### src/sv/yuyv_to_rgb_converter_assert.svh
// Assertion macros shared by the YUYV to RGB converter modules.
// Needs nothing else; included by the files that carry assertions.
`ifndef YUYV_TO_RGB_CONVERTER_ASSERT_SVH
`define YUYV_TO_RGB_CONVERTER_ASSERT_SVH

// Same-cycle implication, checked outside reset.
`define YCV_ASSERT_IMPL(lbl, clk, rst_n, ante, cons) \
	lbl: assert property (@(posedge clk) disable iff (!rst_n) (ante) |-> (cons)) \
		else $error("ycv: assertion failed");

// Next-cycle implication, checked outside reset.
`define YCV_ASSERT_NEXT(lbl, clk, rst_n, ante, cons) \
	lbl: assert property (@(posedge clk) disable iff (!rst_n) (ante) |=> (cons)) \
		else $error("ycv: assertion failed");

`endif

### src/sv/ycv_pkg.sv
// Shared types and constants of the YUYV to RGB converter.
// Used by the front, queue, back and top-level modules; depends on nothing.
package ycv_pkg;

	// Queue between front and back: depth is a power of two.
	localparam int unsigned QPTR_W = 1;
	localparam int unsigned QDEPTH = 1 << QPTR_W;
	localparam int unsigned QCNT_W = QPTR_W + 1;

	// Chroma products fit 17 signed bits; luma plus product fits 18.
	localparam int unsigned TERM_W = 17;
	localparam int unsigned SUM_W  = 18;

	localparam logic signed [8:0]        CHROMA_OFS = 9'sd128;
	localparam logic signed [TERM_W-1:0] K_RV = 17'sd359;
	localparam logic signed [TERM_W-1:0] K_GU = 17'sd88;
	localparam logic signed [TERM_W-1:0] K_GV = 17'sd183;
	localparam logic signed [TERM_W-1:0] K_BU = 17'sd454;
	localparam logic [7:0]               PIX_MAX = 8'd255;

	// Register index of the mode bit.
	localparam logic REG_GREY_MODE = 1'b0;

	// Pixel index of the final pixel in each mode.
	localparam logic [1:0] LAST_IDX_COLOUR = 2'd1;
	localparam logic [1:0] LAST_IDX_GREY   = 2'd3;

	typedef struct packed {
		logic                     grey;
		logic                     fend;
		logic [3:0][7:0]          pix;
		logic signed [TERM_W-1:0] r_term;
		logic signed [TERM_W-1:0] g_term;
		logic signed [TERM_W-1:0] b_term;
	} ycv_entry_t;

endpackage

### src/sv/yuyv_to_rgb_converter.sv
// YUYV 4:2:2 or 8-bit grey to RGB888 converter, BT.601 fixed point.
// Input beats carry four camera bytes in tdata and the frame-end flag in tlast.
// In colour mode (grey_mode = 0) the bytes are Y0 U Y1 V and each beat yields
// two RGB pixel beats sharing one chroma pair; in grey mode each byte becomes
// one pixel with R = G = B, so a beat yields four pixel beats.
// Output tuser marks the final pixel of each input beat, tlast the final
// pixel of an input beat that carried tlast.
// The mode register sits at APB address 0; it must be written only while idle,
// which the block itself does not enforce. A beat passes through the front
// input register, the queue, the current-item register and the output register
// before its first pixel shows. The output register issues one pixel per cycle
// while the receiver is ready; the front takes a beat per cycle while the
// two-entry queue has room.
// When the receiver stalls, the output beat holds, the queue fills and then
// s_axis_tready falls. Reset clears all valid flags and sets colour mode.
module yuyv_to_rgb_converter (
	input  logic        clk,
	input  logic        arst_n,
	input  logic        psel,
	input  logic        penable,
	input  logic        pwrite,
	input  logic [2:0]  paddr,
	input  logic [31:0] pwdata,
	output logic [31:0] prdata,
	output logic        pready,
	input  logic        s_axis_tvalid,
	output logic        s_axis_tready,
	input  logic [31:0] s_axis_tdata,  // byte0, byte1, byte2, byte3
	input  logic        s_axis_tlast,  // frame_end
	output logic        m_axis_tvalid,
	input  logic        m_axis_tready,
	output logic [23:0] m_axis_tdata,  // red, green, blue
	output logic        m_axis_tuser,  // last_of_item
	output logic        m_axis_tlast   // last_of_frame
);
	import ycv_pkg::*;

	logic       grey_q;
	logic       cfg_wr;
	logic       push;
	logic       pop;
	logic       full;
	logic       head_valid;
	ycv_entry_t push_entry;
	ycv_entry_t head;

	assign pready = 1'b1;
	assign cfg_wr = psel && penable && pwrite && pready;

	always_ff @(posedge clk or negedge arst_n) begin
		if (!arst_n) begin
			grey_q <= 1'b0;
		end else if (cfg_wr && paddr[2] == REG_GREY_MODE) begin
			grey_q <= pwdata[0];
		end
	end

	assign prdata = (paddr[2] == REG_GREY_MODE) ? {31'd0, grey_q} : 32'd0;

	ycv_front u_front (
		.clk           (clk),
		.arst_n        (arst_n),
		.grey_mode     (grey_q),
		.s_axis_tvalid (s_axis_tvalid),
		.s_axis_tready (s_axis_tready),
		.s_axis_tdata  (s_axis_tdata),
		.s_axis_tlast  (s_axis_tlast),
		.full          (full),
		.push          (push),
		.push_entry    (push_entry)
	);

	ycv_fifo u_fifo (
		.clk        (clk),
		.arst_n     (arst_n),
		.push       (push),
		.push_entry (push_entry),
		.full       (full),
		.pop        (pop),
		.head_valid (head_valid),
		.head       (head)
	);

	ycv_back u_back (
		.clk           (clk),
		.arst_n        (arst_n),
		.head_valid    (head_valid),
		.head          (head),
		.pop           (pop),
		.m_axis_tvalid (m_axis_tvalid),
		.m_axis_tready (m_axis_tready),
		.m_axis_tdata  (m_axis_tdata),
		.m_axis_tuser  (m_axis_tuser),
		.m_axis_tlast  (m_axis_tlast)
	);

endmodule

### src/sv/ycv_front.sv
// Input side: registers each accepted beat and computes the chroma terms.
// Depends on ycv_pkg; feeds ycv_fifo.
module ycv_front (
	input  logic                clk,
	input  logic                arst_n,
	input  logic                grey_mode,
	input  logic                s_axis_tvalid,
	output logic                s_axis_tready,
	input  logic [31:0]         s_axis_tdata,  // byte0, byte1, byte2, byte3
	input  logic                s_axis_tlast,  // frame_end
	input  logic                full,
	output logic                push,
	output ycv_pkg::ycv_entry_t push_entry
);
	import ycv_pkg::*;

	logic        valid_s1;
	logic [31:0] data_s1;
	logic        fend_s1;
	logic        grey_s1;
	logic        take;
	logic signed [8:0] u;
	logic signed [8:0] v;

	assign push          = valid_s1 && !full;
	assign s_axis_tready = !valid_s1 || !full;
	assign take          = s_axis_tvalid && s_axis_tready;

	always_ff @(posedge clk or negedge arst_n) begin
		if (!arst_n) begin
			valid_s1 <= 1'b0;
		end else if (take) begin
			valid_s1 <= 1'b1;
		end else if (push) begin
			valid_s1 <= 1'b0;
		end
	end

	always_ff @(posedge clk) begin
		if (take) begin
			data_s1 <= s_axis_tdata;
			fend_s1 <= s_axis_tlast;
			grey_s1 <= grey_mode;
		end
	end

	assign u = $signed({1'b0, data_s1[15:8]}) - CHROMA_OFS;
	assign v = $signed({1'b0, data_s1[31:24]}) - CHROMA_OFS;

	always_comb begin
		push_entry.grey   = grey_s1;
		push_entry.fend   = fend_s1;
		push_entry.pix    = data_s1;
		push_entry.r_term = K_RV * TERM_W'(v);
		push_entry.g_term = -(K_GU * TERM_W'(u)) - K_GV * TERM_W'(v);
		push_entry.b_term = K_BU * TERM_W'(u);
	end

endmodule

### src/sv/ycv_fifo.sv
// Short queue that decouples the front from the pixel back end.
// Depends on ycv_pkg and the assertion macro header.
`include "yuyv_to_rgb_converter_assert.svh"
module ycv_fifo (
	input  logic                clk,
	input  logic                arst_n,
	input  logic                push,
	input  ycv_pkg::ycv_entry_t push_entry,
	output logic                full,
	input  logic                pop,
	output logic                head_valid,
	output ycv_pkg::ycv_entry_t head
);
	import ycv_pkg::*;

	ycv_entry_t          mem_q [QDEPTH];
	logic [QPTR_W-1:0]   wr_ptr_q;
	logic [QPTR_W-1:0]   rd_ptr_q;
	logic [QCNT_W-1:0]   count_q;

	assign full       = (count_q == QCNT_W'(QDEPTH));
	assign head_valid = (count_q != '0);
	assign head       = mem_q[rd_ptr_q];

	always_ff @(posedge clk or negedge arst_n) begin
		if (!arst_n) begin
			wr_ptr_q <= '0;
			rd_ptr_q <= '0;
			count_q  <= '0;
		end else begin
			if (push) begin
				wr_ptr_q <= wr_ptr_q + 1'b1;
			end
			if (pop) begin
				rd_ptr_q <= rd_ptr_q + 1'b1;
			end
			if (push && !pop) begin
				count_q <= count_q + 1'b1;
			end else if (pop && !push) begin
				count_q <= count_q - 1'b1;
			end
		end
	end

	always_ff @(posedge clk) begin
		if (push) begin
			mem_q[wr_ptr_q] <= push_entry;
		end
	end

	`YCV_ASSERT_IMPL(a_pop_not_empty, clk, arst_n, pop, count_q != '0)
	`YCV_ASSERT_IMPL(a_push_not_full, clk, arst_n, push, count_q != QCNT_W'(QDEPTH))
	`YCV_ASSERT_NEXT(a_count_up, clk, arst_n, push && !pop, count_q == $past(count_q) + 1'b1)

endmodule

### src/sv/ycv_back.sv
// Back end: takes queued items and emits one RGB pixel beat per cycle while
// the receiver is ready. Depends on ycv_pkg and the assertion macro header.
`include "yuyv_to_rgb_converter_assert.svh"
module ycv_back (
	input  logic                clk,
	input  logic                arst_n,
	input  logic                head_valid,
	input  ycv_pkg::ycv_entry_t head,
	output logic                pop,
	output logic                m_axis_tvalid,
	input  logic                m_axis_tready,
	output logic [23:0]         m_axis_tdata,  // red, green, blue
	output logic                m_axis_tuser,  // last_of_item
	output logic                m_axis_tlast   // last_of_frame
);
	import ycv_pkg::*;

	ycv_entry_t cur_q;
	logic       cur_valid_q;
	logic [1:0] idx_q;
	logic       m_valid_q;
	logic [23:0] m_data_q;
	logic       m_user_q;
	logic       m_last_q;

	logic       out_free;
	logic       emit;
	logic       last_pix;
	logic       done;
	logic [7:0] y;
	logic signed [SUM_W-1:0] y_ext;
	logic [7:0] r_pix;
	logic [7:0] g_pix;
	logic [7:0] b_pix;
	logic [23:0] pix_data;

	// A negative sum clamps to zero, a quotient of 256 or more to full scale.
	function automatic logic [7:0] clamp_shift(input logic signed [SUM_W-1:0] sum);
		logic [7:0] res;
		if (sum[SUM_W-1]) begin
			res = 8'd0;
		end else if (sum[SUM_W-2:16] != '0) begin
			res = PIX_MAX;
		end else begin
			res = sum[15:8];
		end
		return res;
	endfunction

	assign out_free = !m_valid_q || m_axis_tready;
	assign emit     = cur_valid_q && out_free;
	assign last_pix = cur_q.grey ? (idx_q == LAST_IDX_GREY) : (idx_q == LAST_IDX_COLOUR);
	assign done     = emit && last_pix;
	assign pop      = head_valid && (!cur_valid_q || done);

	assign y     = idx_q[0] ? cur_q.pix[2] : cur_q.pix[0];
	assign y_ext = $signed({2'b00, y, 8'h00});
	assign r_pix = clamp_shift(y_ext + SUM_W'(cur_q.r_term));
	assign g_pix = clamp_shift(y_ext + SUM_W'(cur_q.g_term));
	assign b_pix = clamp_shift(y_ext + SUM_W'(cur_q.b_term));

	always_comb begin
		if (cur_q.grey) begin
			pix_data = {3{cur_q.pix[idx_q]}};
		end else begin
			pix_data = {b_pix, g_pix, r_pix};
		end
	end

	always_ff @(posedge clk or negedge arst_n) begin
		if (!arst_n) begin
			cur_valid_q <= 1'b0;
			idx_q       <= '0;
			m_valid_q   <= 1'b0;
		end else begin
			if (pop) begin
				cur_valid_q <= 1'b1;
				idx_q       <= '0;
			end else if (done) begin
				cur_valid_q <= 1'b0;
				idx_q       <= '0;
			end else if (emit) begin
				idx_q <= idx_q + 1'b1;
			end
			if (emit) begin
				m_valid_q <= 1'b1;
			end else if (m_axis_tready) begin
				m_valid_q <= 1'b0;
			end
		end
	end

	always_ff @(posedge clk) begin
		if (pop) begin
			cur_q <= head;
		end
		if (emit) begin
			m_data_q <= pix_data;
			m_user_q <= last_pix;
			m_last_q <= last_pix && cur_q.fend;
		end
	end

	assign m_axis_tvalid = m_valid_q;
	assign m_axis_tdata  = m_data_q;
	assign m_axis_tuser  = m_user_q;
	assign m_axis_tlast  = m_last_q;

	`YCV_ASSERT_IMPL(a_frame_implies_item, clk, arst_n, m_valid_q && m_last_q, m_user_q)
	`YCV_ASSERT_NEXT(a_pop_loads, clk, arst_n, pop, cur_valid_q && idx_q == '0)
	`YCV_ASSERT_IMPL(a_colour_idx, clk, arst_n, cur_valid_q && !cur_q.grey, idx_q <= LAST_IDX_COLOUR)

endmodule
### config.mk
export PLATFORM = sky130hd
export DESIGN_NAME = yuyv_to_rgb_converter
export DESIGN_NICKNAME = d
export VERILOG_FILES = /design/src/sv/ycv_pkg.sv /design/src/sv/yuyv_to_rgb_converter.sv /design/src/sv/ycv_front.sv /design/src/sv/ycv_fifo.sv /design/src/sv/ycv_back.sv
export VERILOG_INCLUDE_DIRS = /design/src /design/src/sv
export SDC_FILE = /design/constraint.sdc
export NUM_CORES = 1
export LEC_CHECK = 0
export BUFFER_PORTS_ARGS = -buffer_cell sky130_fd_sc_hd__buf_4
export CELL_PAD_IN_SITES_DETAIL_PLACEMENT = 1
export CELL_PAD_IN_SITES_GLOBAL_PLACEMENT = 1
export CORE_UTILIZATION = 55
export CTS_BUF_LIST = sky130_fd_sc_hd__clkbuf_4 sky130_fd_sc_hd__clkbuf_8 sky130_fd_sc_hd__clkbuf_16
export DETAILED_ROUTE_END_ITERATION = 8
export GPL_TIMING_DRIVEN = 0
export HOLD_SLACK_MARGIN = 0.06
export PLACE_DENSITY = 0.95
export SLEW_MARGIN = 20
export SYNTH_ARGS = -nofsm -noshare
export SYNTH_HDL_FRONTEND = slang
export SYNTH_HIERARCHICAL = 1
export SYNTH_SLANG_ARGS = --single-unit
### constraint.sdc
create_clock -name clk -period 10.8 [get_ports clk]
set_input_delay 1.08 -clock clk [delete_from_list [all_inputs] [get_ports clk]]
set_output_delay 1.08 -clock clk [all_outputs]
set_load 0.005 [all_outputs]
After elaboration in Yosys (flattened, before gate mapping)

Memories as Yosys holds them, arrays and structs flattened. A register that Yosys moved wholly into a read port is not among the register bits.
Index checks and enable logic that the tools add are counted.

Bits in registers: 87
RAM bits: 168
Bits of input ports: 75
Memories kept: 1

Memory list:

| name         | depth | bits a word | rd ports | clocked after Yosys merged registers in | wr ports | line           | RTL |
|---|---|---|---|---|---|---|---|
| u_fifo.mem_q | 2     | 84          | 1        | 1                                       | 1        | ycv_fifo.sv:16 | `ycv_entry_t mem_q [QDEPTH];` |

$add $sub $neg: 12
Multiply operators: 4
Order comparisons: 1
Eq/ne operators: 3
Muxes and demuxes: 25
Bitwise gates (word level): 1
Reductions and logical operators: 26

Operator list:

| cell                                                                         | count |
|---|---|
| 8-bit two-way mux                                                            | 8 |
| 17-bit by 17-bit adder with 18-bit output                                    | 3 |
| 24-bit two-way mux                                                           | 1 |
| 8-bit by 8-bit subtractor with 9-bit output, second input constant           | 2 |
| 10-bit by 9-bit multiplier with 17-bit output, first input constant          | 1 |
| 9-bit by 9-bit multiplier with 17-bit output, first input constant           | 1 |
| 17-bit negation                                                              | 1 |
| 17-bit subtractor                                                            | 1 |
| 8-bit binary-select mux with 2-bit select                                    | 1 |
| 9-bit by 9-bit multiplier with 16-bit output, first input constant           | 1 |
| 5-bit by 9-bit multiplier with 14-bit output, first input constant           | 1 |
| 1-bit logical AND                                                            | 11 |
| 1-bit two-way mux                                                            | 10 |
| 2-bit two-way mux                                                            | 5 |
| 2-bit nonzero test                                                           | 5 |
| 1-bit zero test                                                              | 6 |
| 2-bit by 1-bit adder with 2-bit output, second input constant                | 2 |
| 2-bit == test, second input constant                                         | 2 |
| 1-bit logical OR                                                             | 3 |
| 2-bit by 3-bit less-than comparator with 1-bit output, second input constant | 1 |
| 3-bit nonzero test                                                           | 1 |
| 1-bit adder, second input constant                                           | 2 |
| 2-bit by 1-bit == test with 1-bit output, second input constant              | 1 |
| 2-bit by 1-bit subtractor with 2-bit output, second input constant           | 1 |
| 1-bit inverter                                                               | 1 |

Depth between registers and ports, before layout

Gate-level depths: netlist (run 1).

Depth in word-level cells: 9
Gate-level depth with buffers: 25
Mapped depth without buffers: 25

Hierarchy

Netlist (run 1), hierarchy kept.

By module, submodules not included:

| module                | times used | cells each | area each (um^2) |
|---|---|---|---|
| ycv_front             | 1          | 688        | 6971.7 |
| ycv_fifo              | 1          | 281        | 6527.5 |
| ycv_back              | 1          | 313        | 4425.5 |
| yuyv_to_rgb_converter | 1          | 38         | 301.5 |

Worst setup path before layout (run 1)

Ideal clock, no wire load.

Path kind: reg-to-reg
Start: register u_front.data_s1[9]
End: memory u_fifo/mem_q[0][31] (netlist bit) (data pin)
Setup time: 0.197 ns
Data arrival time: 6.082 ns
Path slack: 4.522 ns
Cell stages (with the launch flop): 23
Path buffers: 0
Clock period less this slack: 6.278 ns
Cell sequence: edfxtp_1 ha_1 fa_1 ha_1 a21o_1 a21oi_2 o21bai_1 a21oi_1 xnor2_1 ha_1 ha_1 inv_1 fa_1 fa_1 inv_1 fa_1 inv_1 ha_1 and3_2 a221o_1 o21ai_2 or4b_1 o311ai_1

Cells in the longest elaborated chain, start to end: 4

Ends and longest elaborated chain:

| element                                      | line            | RTL |
|---|---|---|
| start, declared                              | ycv_front.sv:18 | `logic [31:0] data_s1;` |
| start signal, assigned                       | ycv_front.sv:41 | `data_s1 <= s_axis_tdata;` |
| 8-bit by 8-bit subtractor with 9-bit output  | ycv_front.sv:47 | `assign u = $signed({1'b0, data_s1[15:8]}) - CHROMA_OFS;` |
| 5-bit by 9-bit multiplier with 14-bit output | ycv_front.sv:55 | `push_entry.g_term = -(K_GU * TERM_W'(u)) - K_GV * TERM_W'(v);` |
| 17-bit negation                              | ycv_front.sv:55 |  |
| 17-bit subtractor                            | ycv_front.sv:55 |  |
| end, declared                                | ycv_fifo.sv:16  |  |

Every way passes these cells.

==> results of run 1 <==
cells in the final DEF, fill, tap and decap left out, types with 4 or more instances in the layout:
cell type  instances
nand2_1           37
clkbuf_1           4
mux2_4            24
and3_1             4
o21bai_1           6
buf_2              6
a31oi_1            9
conb_1            32
clkbuf_16         26
mux2_2            45
nand2b_1           6
mux4_2             8
nor2_1            51
xor2_1            22
fa_1              84
edfxtp_1         243
o21ai_1           32
nor3_1             7
buf_4            106
ha_1             195
buf_16             4
clkbuf_4           7
a211oi_1           8
o21ai_0           11
a21o_1            18
clkinv_1           6
a21oi_1           28
nor2b_1            9
or2_2              6
dfrtp_1           10
nand3_1            8
inv_1            182
xnor2_1           53
o21a_1             8
buf_12             6
per-layer routing:
metal  routed length (microns)  share of wire (%)
met2                     24100                 51
met4                      2800                6.0
met5                         0                  0
met3                      2460                5.2
met1                     17500                 37
per-stage QoR:
step,instances,hold slack (ps),cell area [sq um]
floorplan,1260,421,16400
global placement,1714,427,17500
detailed placement,1720,438,17600
CTS,1767,348,18500
global route,1767,355,18500
finish,1767,358,18500
layout make-up:
cell class / count / area (sq um)
multi-input cells: 769 / 7800
plain buffers: 54 / 429
repair buffers: 76 / 676
clock inverters: 12 / 144
inverters: 184 / 691
clock buffers: 35 / 731
flip-flops and latches: 253 / 7550
well taps: 384 / 480
fillers: 2758 / 10400
sequential cells by signal, indices dropped and copies added, names as in the netlist:
name and count:
u_back/m_axis_tdata 24, u_front/fend_s1 1, u_fifo/mem_q 122, u_fifo/count_q 2
u_back/m_axis_tlast 1, grey_q 1, u_back/m_axis_tuser 1, u_fifo/rd_ptr_q 1
u_back/m_axis_tvalid 1, u_fifo/wr_ptr_q 1, u_front/grey_s1 1, u_back/cur_q 61
u_back/cur_valid_q 1, u_front/data_s1 32, u_back/idx_q 2, u_front/valid_s1 1
path summary, 6_finish.rpt:
path | end | cells past startpoint | from | slack (ps)
setup / recovery | u_fifo/mem_q[1][33]$_DFFE_PP_ | 23 | u_front/data_s1[8]$_DFFE_PP_ | 3870
hold / removal | grey_q$_DFFE_PN0P_ | 1 | arst_n | 360
setup reg to reg | u_fifo/mem_q[1][33]$_DFFE_PP_ | 23 | u_front/data_s1[8]$_DFFE_PP_ | 3870
hold reg to reg | u_fifo/mem_q[0][70]$_DFFE_PP_ | 0 | u_front/data_s1[19]$_DFFE_PP_ | 460
max in group asynchronous | u_fifo/rd_ptr_q$_DFFE_PN0P_ | 1 | arst_n | 10250
min in group clk | u_fifo/mem_q[0][70]$_DFFE_PP_ | 0 | u_front/data_s1[19]$_DFFE_PP_ | 460
==> metrics.txt, run 1 <==
post-DP HPWL 32.6 mm; met1 usage 36.5%; Inserted Clock Buffers 26; vias after detailed routing 10.5k; Crit Path Max Fanout 7; crit path max-delay cell type edfxtp_1; DRT iter0 DRCs 894; Ys Warns 6; synthesized netlist cell count 1230; worst hold path class input pin to asynchronous set/reset pin; Worst Skew 25.8 ps; TritonCTS clock tree done; GRT busiest layer met2; mean cell area of the mapped netlist 13.3 sq um; Fin. Hold Viols 0; initial antenna violation count 0; Post-CTS Resized 0; Finished Core Util 63.9%; Arrival @ worst endpoint 7190 ps; post-place setup slack 3930 ps; clk sinks 253; type of destination of the critical path flop; Clock transition at path regs 70 ps; met3 GRT Util 3.98%; worst setup margin 3870 ps; crit path buf inv count 3; total grt overflow 0; RSZ-0062 raised after global routing no; DRT Wirelength 46.9 mm; Largest stage delay, worst path 630 ps; final period utilization 64.2%; Max Cap Viol 0; CP startpoint kind flop; worst rel slew slack 46.2%; CTS max path bufs 3; CP top delay family adder cells; total negative slack 0 ps; cell mode on critical path ha_1; actual slew at the worst max-slew pin 803 ps; met2 GRT Util 56.5%; # port buffers 70; critical path cell sequence ha_1, ha_1, fa_1, a21o_1, a21oi_2, o21bai_1, a21oi_1, xnor2_1, ha_1, ha_1, inv_1, fa_1, fa_1, inv_1, fa_1, inv_1, ha_1, and3_2, nand2_1, a31oi_1, o21ai_2, o21ai_0, xnor2_1; post-CTS setup repair buffer count 0; Ports 136; P&R area growth vs syn 13.2%; Final Critical Period 6930 ps; Synth Cell Area 16300 sq um; fmax 144 MHz; Post-DRT Antenna Nets 0; Ant. Diodes 0; die width 174 microns; clk root buf clkbuf_16; drt wl/cell 26.5 microns; DRC Markers 0; # setup viols final 0; die area 30400 sq um; die height 174 microns; final max-slew violation count 0; status finished, final reports clean; first-pass GRT wire length 71.8 mm; row cnt 62; largest net degree at the start of global routing 51; Post-CTS Hold Buffers 0; vias in the first global route 11.8k; Core ar. 28900 sq um; Worst-Skew Late Latency 560 ps; proportion of layout cells with a drive suffix above 1 19.7%; critical setup path kind flop to flop; H-tree Lvls 1; CP required 11060 ps; Final nets 1718; RePlAce Congestion 0.849; drt pass-1 iters 5; GR Util All Layers 31.6%; Initial Utilization 56.4%; vias per cell 5.96
Power of run 1 is left out: the tool's default activity adds up to more than one toggle a clock period on the data nets, which glitch-free logic cannot reach.
==> run 2, diff against run 1 <==
--- a/config.mk
+++ b/config.mk
@@ -6,15 +6,16 @@
 export SDC_FILE = /design/constraint.sdc
 export NUM_CORES = 1
 export LEC_CHECK = 0
+export ABC_AREA = 1
 export BUFFER_PORTS_ARGS = -buffer_cell sky130_fd_sc_hd__buf_4
 export CELL_PAD_IN_SITES_DETAIL_PLACEMENT = 1
 export CELL_PAD_IN_SITES_GLOBAL_PLACEMENT = 1
-export CORE_UTILIZATION = 55
+export CORE_UTILIZATION = 45
 export CTS_BUF_LIST = sky130_fd_sc_hd__clkbuf_4 sky130_fd_sc_hd__clkbuf_8 sky130_fd_sc_hd__clkbuf_16
 export DETAILED_ROUTE_END_ITERATION = 8
 export GPL_TIMING_DRIVEN = 0
 export HOLD_SLACK_MARGIN = 0.06
-export PLACE_DENSITY = 0.95
+export PLACE_DENSITY = 0.89
 export SLEW_MARGIN = 20
 export SYNTH_ARGS = -nofsm -noshare
 export SYNTH_HDL_FRONTEND = slang
==> constraint.sdc (replaced) <==
create_clock -name clk -period 6.2 [get_ports clk]
set_input_delay 0.62 -clock clk [delete_from_list [all_inputs] [get_ports clk]]
set_output_delay 0.62 -clock clk [all_outputs]
set_load 0.005 [all_outputs]
==> run 2 against run 1 <==
Worst setup slack worse by 3800 ps. Worst hold slack worse by 120 ps. Clock skew is 2.3 ps higher. Non-clock buffer count is 20 higher. Register-to-register slack worse by 3800 ps. Sequential cell count stayed put. Maximum frequency is 12% higher. Area after synthesis is 4.5% higher. Clock-buffer cell count is 5 lower. Sequential share of layout area is 2.5 points lower.
==> metrics.txt, run 2 <==
CTS max path bufs 3; type of destination of the critical path flop; TritonCTS clock tree done; mean cell area of the mapped netlist 10.9 sq um; CP startpoint kind flop; cell mode on critical path fa_1; fmax 162 MHz; H-tree Lvls 1; vias in the first global route 13.0k; initial antenna violation count 0; worst rel slew slack 36.9%; status finished, final reports clean; Largest stage delay, worst path 580 ps; # setup viols final 0; GR Util All Layers 24.8%; vias per cell 5.27; RePlAce Congestion 0.927; worst hold path class input pin to flop; Synth Cell Area 17100 sq um; Hold Path Sink u_front/data_s1[26]$_DFFE_PP_; first-pass GRT wire length 72.9 mm; Clock transition at path regs 80 ps; # port buffers 70; final period utilization 99.7%; vias after detailed routing 11.8k; critical path cell sequence ha_1, fa_1, ha_4, a21oi_1, nand2_1, xor2_1, ha_1, fa_1, fa_1, fa_1, fa_1, inv_1, ha_1, a21oi_1, o21ai_2, nand2_1, nand3_1, nor2_2, inv_1, nand2_1, nand2_1; post-placement cell area 18500 sq um; biggest regs u_fifo/mem_q (122), u_back/cur_q (61), u_front/data_s1 (32); Final Critical Period 6180 ps; max reg flops 122; Ports 136; Initial Utilization 46.2%; R2R setup slack 20 ps; DRT Wirelength 49.3 mm; Inserted Clock Buffers 26; Core ar. 37000 sq um; largest net degree at the start of global routing 59; die height 197 microns; die width 197 microns; die area 38700 sq um; Worst R2R Path Depth 21; min-delay src s_axis_tdata[26]; CP top delay family adder cells; P&R area growth vs syn 15.4%; DRC Markers 0; proportion of layout cells with a drive suffix above 1 19.2%; r2r endpoint u_fifo/mem_q[1][33]$_DFFE_PP_; synthesized netlist cell count 1569; critical setup path kind flop to flop; Worst-Skew Late Latency 550 ps; Arrival @ worst endpoint 6460 ps; crit path buf inv count 2; Crit Path Max Fanout 4; Max Cap Viol 0; row cnt 70; Worst Skew 28.1 ps; hold path cells 1; CP required 6480 ps; drt wl/cell 22.0 microns; drt pass-1 iters 5; commonest non-fill, non-tap cell in the layout nand2_1; clk sinks 253; post-DP HPWL 34.0 mm; clk root buf clkbuf_16; Ant. Diodes 0; crit path max-delay cell type fa_1; DRT iter0 DRCs 804; RR Startpoint u_front/data_s1[9]$_DFFE_PP_; total grt overflow 0; Fin. Hold Viols 0; Final nets 2077; Biggest register u_fifo/mem_q; commonest non-fill, non-tap cells in the layout nand2_1, inv_1, edfxtp_1; final max-slew violation count 0; actual slew at the worst max-slew pin 937 ps; Ys Warns 6; Post-DRT Antenna Nets 0; post-route cell area 19700 sq um
## run 2: per-layer routing
layer / vias to the layer above / GRT usage [%] / wire (microns)
li1: 5340 / - / -
met1: 5897 / 27.5 / 18500
met2: 452 / 46.9 / 26000
met3: 160 / 2.64 / 2120
met4: 0 / 12.6 / 2690
met5: - / 0 / 0
## run 2: metrics by stage
stage	util, %	instances	setup TNS (ps)	hold WS, ps	worst slack, ps
after CTS	52.8	2238	0	212	3.91
after floorplan	-	1599	0	324	286
final	53.3	2247	0	234	20.9
after detailed placement	50.0	2178	-3410	439	-407
after global routing	53.3	2247	-588	226	-112
after global placement	49.6	2173	-1820	427	-241
## run 2: area by class of cell
type / count / area [sq um]
fill: 3995 / 17300
timing repair buffer: 96 / 820
multi-input combinational: 991 / 8270
clock buffer: 30 / 681
inverter: 301 / 1140
tap: 504 / 631
buffer: 54 / 444
sequential: 253 / 7550
clock inverter: 18 / 165
## run 2: how the worst max path moves through the flow
| stage | startpoint | end | slack, ps | depth (start not counted) |
|---|---|---|---|---|
| after floorplan | u_front/data_s1[10]$_DFFE_PP_ | u_fifo/mem_q[0][32]$_DFFE_PP_ | 290 | 27 |
| final | u_front/data_s1[9]$_DFFE_PP_ | u_fifo/mem_q[1][33]$_DFFE_PP_ | 20 | 21 |
| after global placement | u_front/data_s1[10]$_DFFE_PP_ | u_fifo/mem_q[1][32]$_DFFE_PP_ | -240 | 27 |
| after detailed placement | u_front/data_s1[12]$_DFFE_PP_ | u_fifo/mem_q[1][33]$_DFFE_PP_ | -410 | 29 |
| after global routing | u_front/data_s1[12]$_DFFE_PP_ | u_fifo/mem_q[1][33]$_DFFE_PP_ | -110 | 29 |
| after CTS | u_front/data_s1[10]$_DFFE_PP_ | u_fifo/mem_q[1][33]$_DFFE_PP_ | 4 | 27 |
## run 2: repair_timing
item / in CTS / in global routing
setup endpoints to repair: 10 / 10
hold buffers: 1 / 0
pin swaps: 1 / 25
hold endpoints to repair: 10 / 0
resized for setup: 14 / 30
buffers inserted: 11 / 9
Power of run 2 is left out for the same reason.
==> run 3, diff against run 2 <==
--- a/config.mk
+++ b/config.mk
@@ -6,16 +6,14 @@
 export SDC_FILE = /design/constraint.sdc
 export NUM_CORES = 1
 export LEC_CHECK = 0
-export ABC_AREA = 1
 export BUFFER_PORTS_ARGS = -buffer_cell sky130_fd_sc_hd__buf_4
 export CELL_PAD_IN_SITES_DETAIL_PLACEMENT = 1
 export CELL_PAD_IN_SITES_GLOBAL_PLACEMENT = 1
-export CORE_UTILIZATION = 45
-export CTS_BUF_LIST = sky130_fd_sc_hd__clkbuf_4 sky130_fd_sc_hd__clkbuf_8 sky130_fd_sc_hd__clkbuf_16
+export CORE_UTILIZATION = 47
 export DETAILED_ROUTE_END_ITERATION = 8
 export GPL_TIMING_DRIVEN = 0
 export HOLD_SLACK_MARGIN = 0.06
-export PLACE_DENSITY = 0.89
+export PLACE_DENSITY = 0.9
 export SLEW_MARGIN = 20
 export SYNTH_ARGS = -nofsm -noshare
 export SYNTH_HDL_FRONTEND = slang
==> run 3 against run 2 <==
The flow now finishes with violations (negative setup slack). Clock skew decreased by 7.8 ps. Critical path depth increased by 3. Routed wire length decreased by 2.4%. Maximum frequency decreased by 3.4%. Global-route usage increased by 2.3 points. Worst hold slack improved by 7.5 ps. Critical path type unchanged. Largest cell class unchanged.
==> metrics.txt, run 3 (synthesized netlist as in run 1, its figures left out) <==
row cnt 67; vias in the first global route 12.0k; initial antenna violation count 0; RSZ-0062 raised after global routing yes; clk sinks 253; cell mode on critical path fa_1; hold path cells 1; CP required 6570 ps; Largest stage delay, worst path 560 ps; DRT Wirelength 48.1 mm; critical setup path kind flop to flop; Filler cells 3344; actual slew at the worst max-slew pin 806 ps; commonest non-fill, non-tap cells in the layout edfxtp_1, ha_1, inv_1; Max Cap Viol 0; Initial Utilization 48.2%; worst rel slew slack 46.2%; Biggest register u_fifo/mem_q; CTS max path bufs 3; worst hold path class input pin to flop; final max-slew violation count 0; Fin. Hold Viols 0; drt wl/cell 25.7 microns; Hold Path Sink u_front/data_s1[3]$_DFFE_PP_; vias per cell 5.68; die width 188 microns; worst setup margin -198 ps; Worst-Skew Late Latency 560 ps; CP top delay family adder cells; post-DP HPWL 30.8 mm; Final nets 1758; Inserted Clock Buffers 27; die area 35500 sq um; RePlAce Congestion 0.857; final period utilization 103%; status complete, but fails checks; drt pass-1 iters 7; fin cells 1871; P&R area growth vs syn 17.3%; r2r endpoint u_fifo/mem_q[0][31]$_DFFE_PP_; min-delay src s_axis_tdata[3]; # setup viols final 6; type of destination of the critical path flop; RR Startpoint u_front/data_s1[10]$_DFFE_PP_; proportion of layout cells with a drive suffix above 1 24.5%; Clock transition at path regs 70 ps; Ports 136; critical path cell sequence buf_6, ha_4, fa_1, ha_4, a211oi_2, buf_4, nor2_2, nor2_1, nor2_1, nor2_1, xnor2_1, ha_1, fa_1, inv_1, fa_1, inv_1, fa_1, inv_1, ha_4, and3_4, a221o_1, o21ai_2, or4b_4, o311ai_4; Arrival @ worst endpoint 6760 ps; failing checks negative setup slack; crit path buf inv count 5; crit path max-delay cell type fa_1; Worst Skew 20.3 ps; Post-DRT Antenna Nets 0; DRC Markers 0; DRT iter0 DRCs 667; Final Critical Period 6400 ps; GR Util All Layers 27.1%; max reg flops 122; largest net degree at the start of global routing 37; H-tree Lvls 1; vias after detailed routing 10.6k; Worst R2R Path Depth 24; biggest regs u_fifo/mem_q (122), u_back/cur_q (61), u_front/data_s1 (32); R2R setup slack -200 ps; Core ar. 33900 sq um; fmax 156 MHz; Inst Count DP 1784; # port buffers 70; Ant. Diodes 0; die height 188 microns; commonest non-fill, non-tap cell in the layout edfxtp_1; first-pass GRT wire length 71.8 mm; Crit Path Max Fanout 7; clk root buf clkbuf_16; CP startpoint kind flop; total grt overflow 0; TritonCTS clock tree done; hold slack 241 ps
-- run 3: final cells by class --
type | instances | area (sq um) | share of cell area [%]
well taps | 448 | 561 | 2.93
multi-input cells | 769 | 8120 | 42.4
plain buffers | 53 | 428 | 2.23
repair buffers | 116 | 986 | 5.15
flip-flops and latches | 253 | 7550 | 39.4
inverters | 184 | 694 | 3.62
clock buffers | 35 | 716 | 3.74
clock inverters | 13 | 109 | 0.568
-- run 3: how the worst max path moves through the flow --
stage                                   from                       endpoint  slack (ps)  cells after the start
3_5_place_dp   u_front/data_s1[10]$_DFFE_PP_  u_fifo/mem_q[1][31]$_DFFE_PP_        -560                     23
5_1_grt        u_front/data_s1[10]$_DFFE_PP_  u_fifo/mem_q[0][31]$_DFFE_PP_        -330                     24
3_3_place_gp    u_front/data_s1[8]$_DFFE_PP_  u_fifo/mem_q[0][31]$_DFFE_PP_        -460                     22
2_1_floorplan   u_front/data_s1[9]$_DFFE_PP_  u_fifo/mem_q[0][31]$_DFFE_PP_          10                     22
6_report       u_front/data_s1[10]$_DFFE_PP_  u_fifo/mem_q[0][31]$_DFFE_PP_        -200                     24
4_1_cts        u_front/data_s1[10]$_DFFE_PP_  u_fifo/mem_q[0][33]$_DFFE_PP_         -40                     24
-- run 3: metrics by stage --
stage / area (sq um) / setup WS [ps] / util, % / setup TNS (ps)
floorplan: 16500 / 10.6 / - / 0
global placement: 17500 / -462 / 51.8 / -2380
detailed placement: 17700 / -564 / 52.3 / -3460
CTS: 19000 / -37.9 / 56.0 / -149
global route: 19200 / -326 / 56.6 / -1950
finish: 19200 / -198 / 56.6 / -1050
-- run 3: layer usage --
layer  global-route usage, %  share of wire (%)  vias to the layer above
met1                    29.0                 36                     5405
met4                    15.3                5.9                        0
li1                        -                  -                     4568
met2                    51.5                 53                      470
met5                       0                  0                        -
met3                    3.18                4.3                      183
-- run 3: what timing repair did --
| item | 4_1_cts | 5_1_grt |
|---|---|---|
| gates resized for setup | 33 | 22 |
| pin swaps | 29 | 28 |
| hold endpoints to repair | 10 | 0 |
| hold buffers | 1 | 0 |
| endpoints found under the setup margin | 10 | 10 |
| setup buffers | 28 | 11 |
Power of run 3 is left out for the same reason.
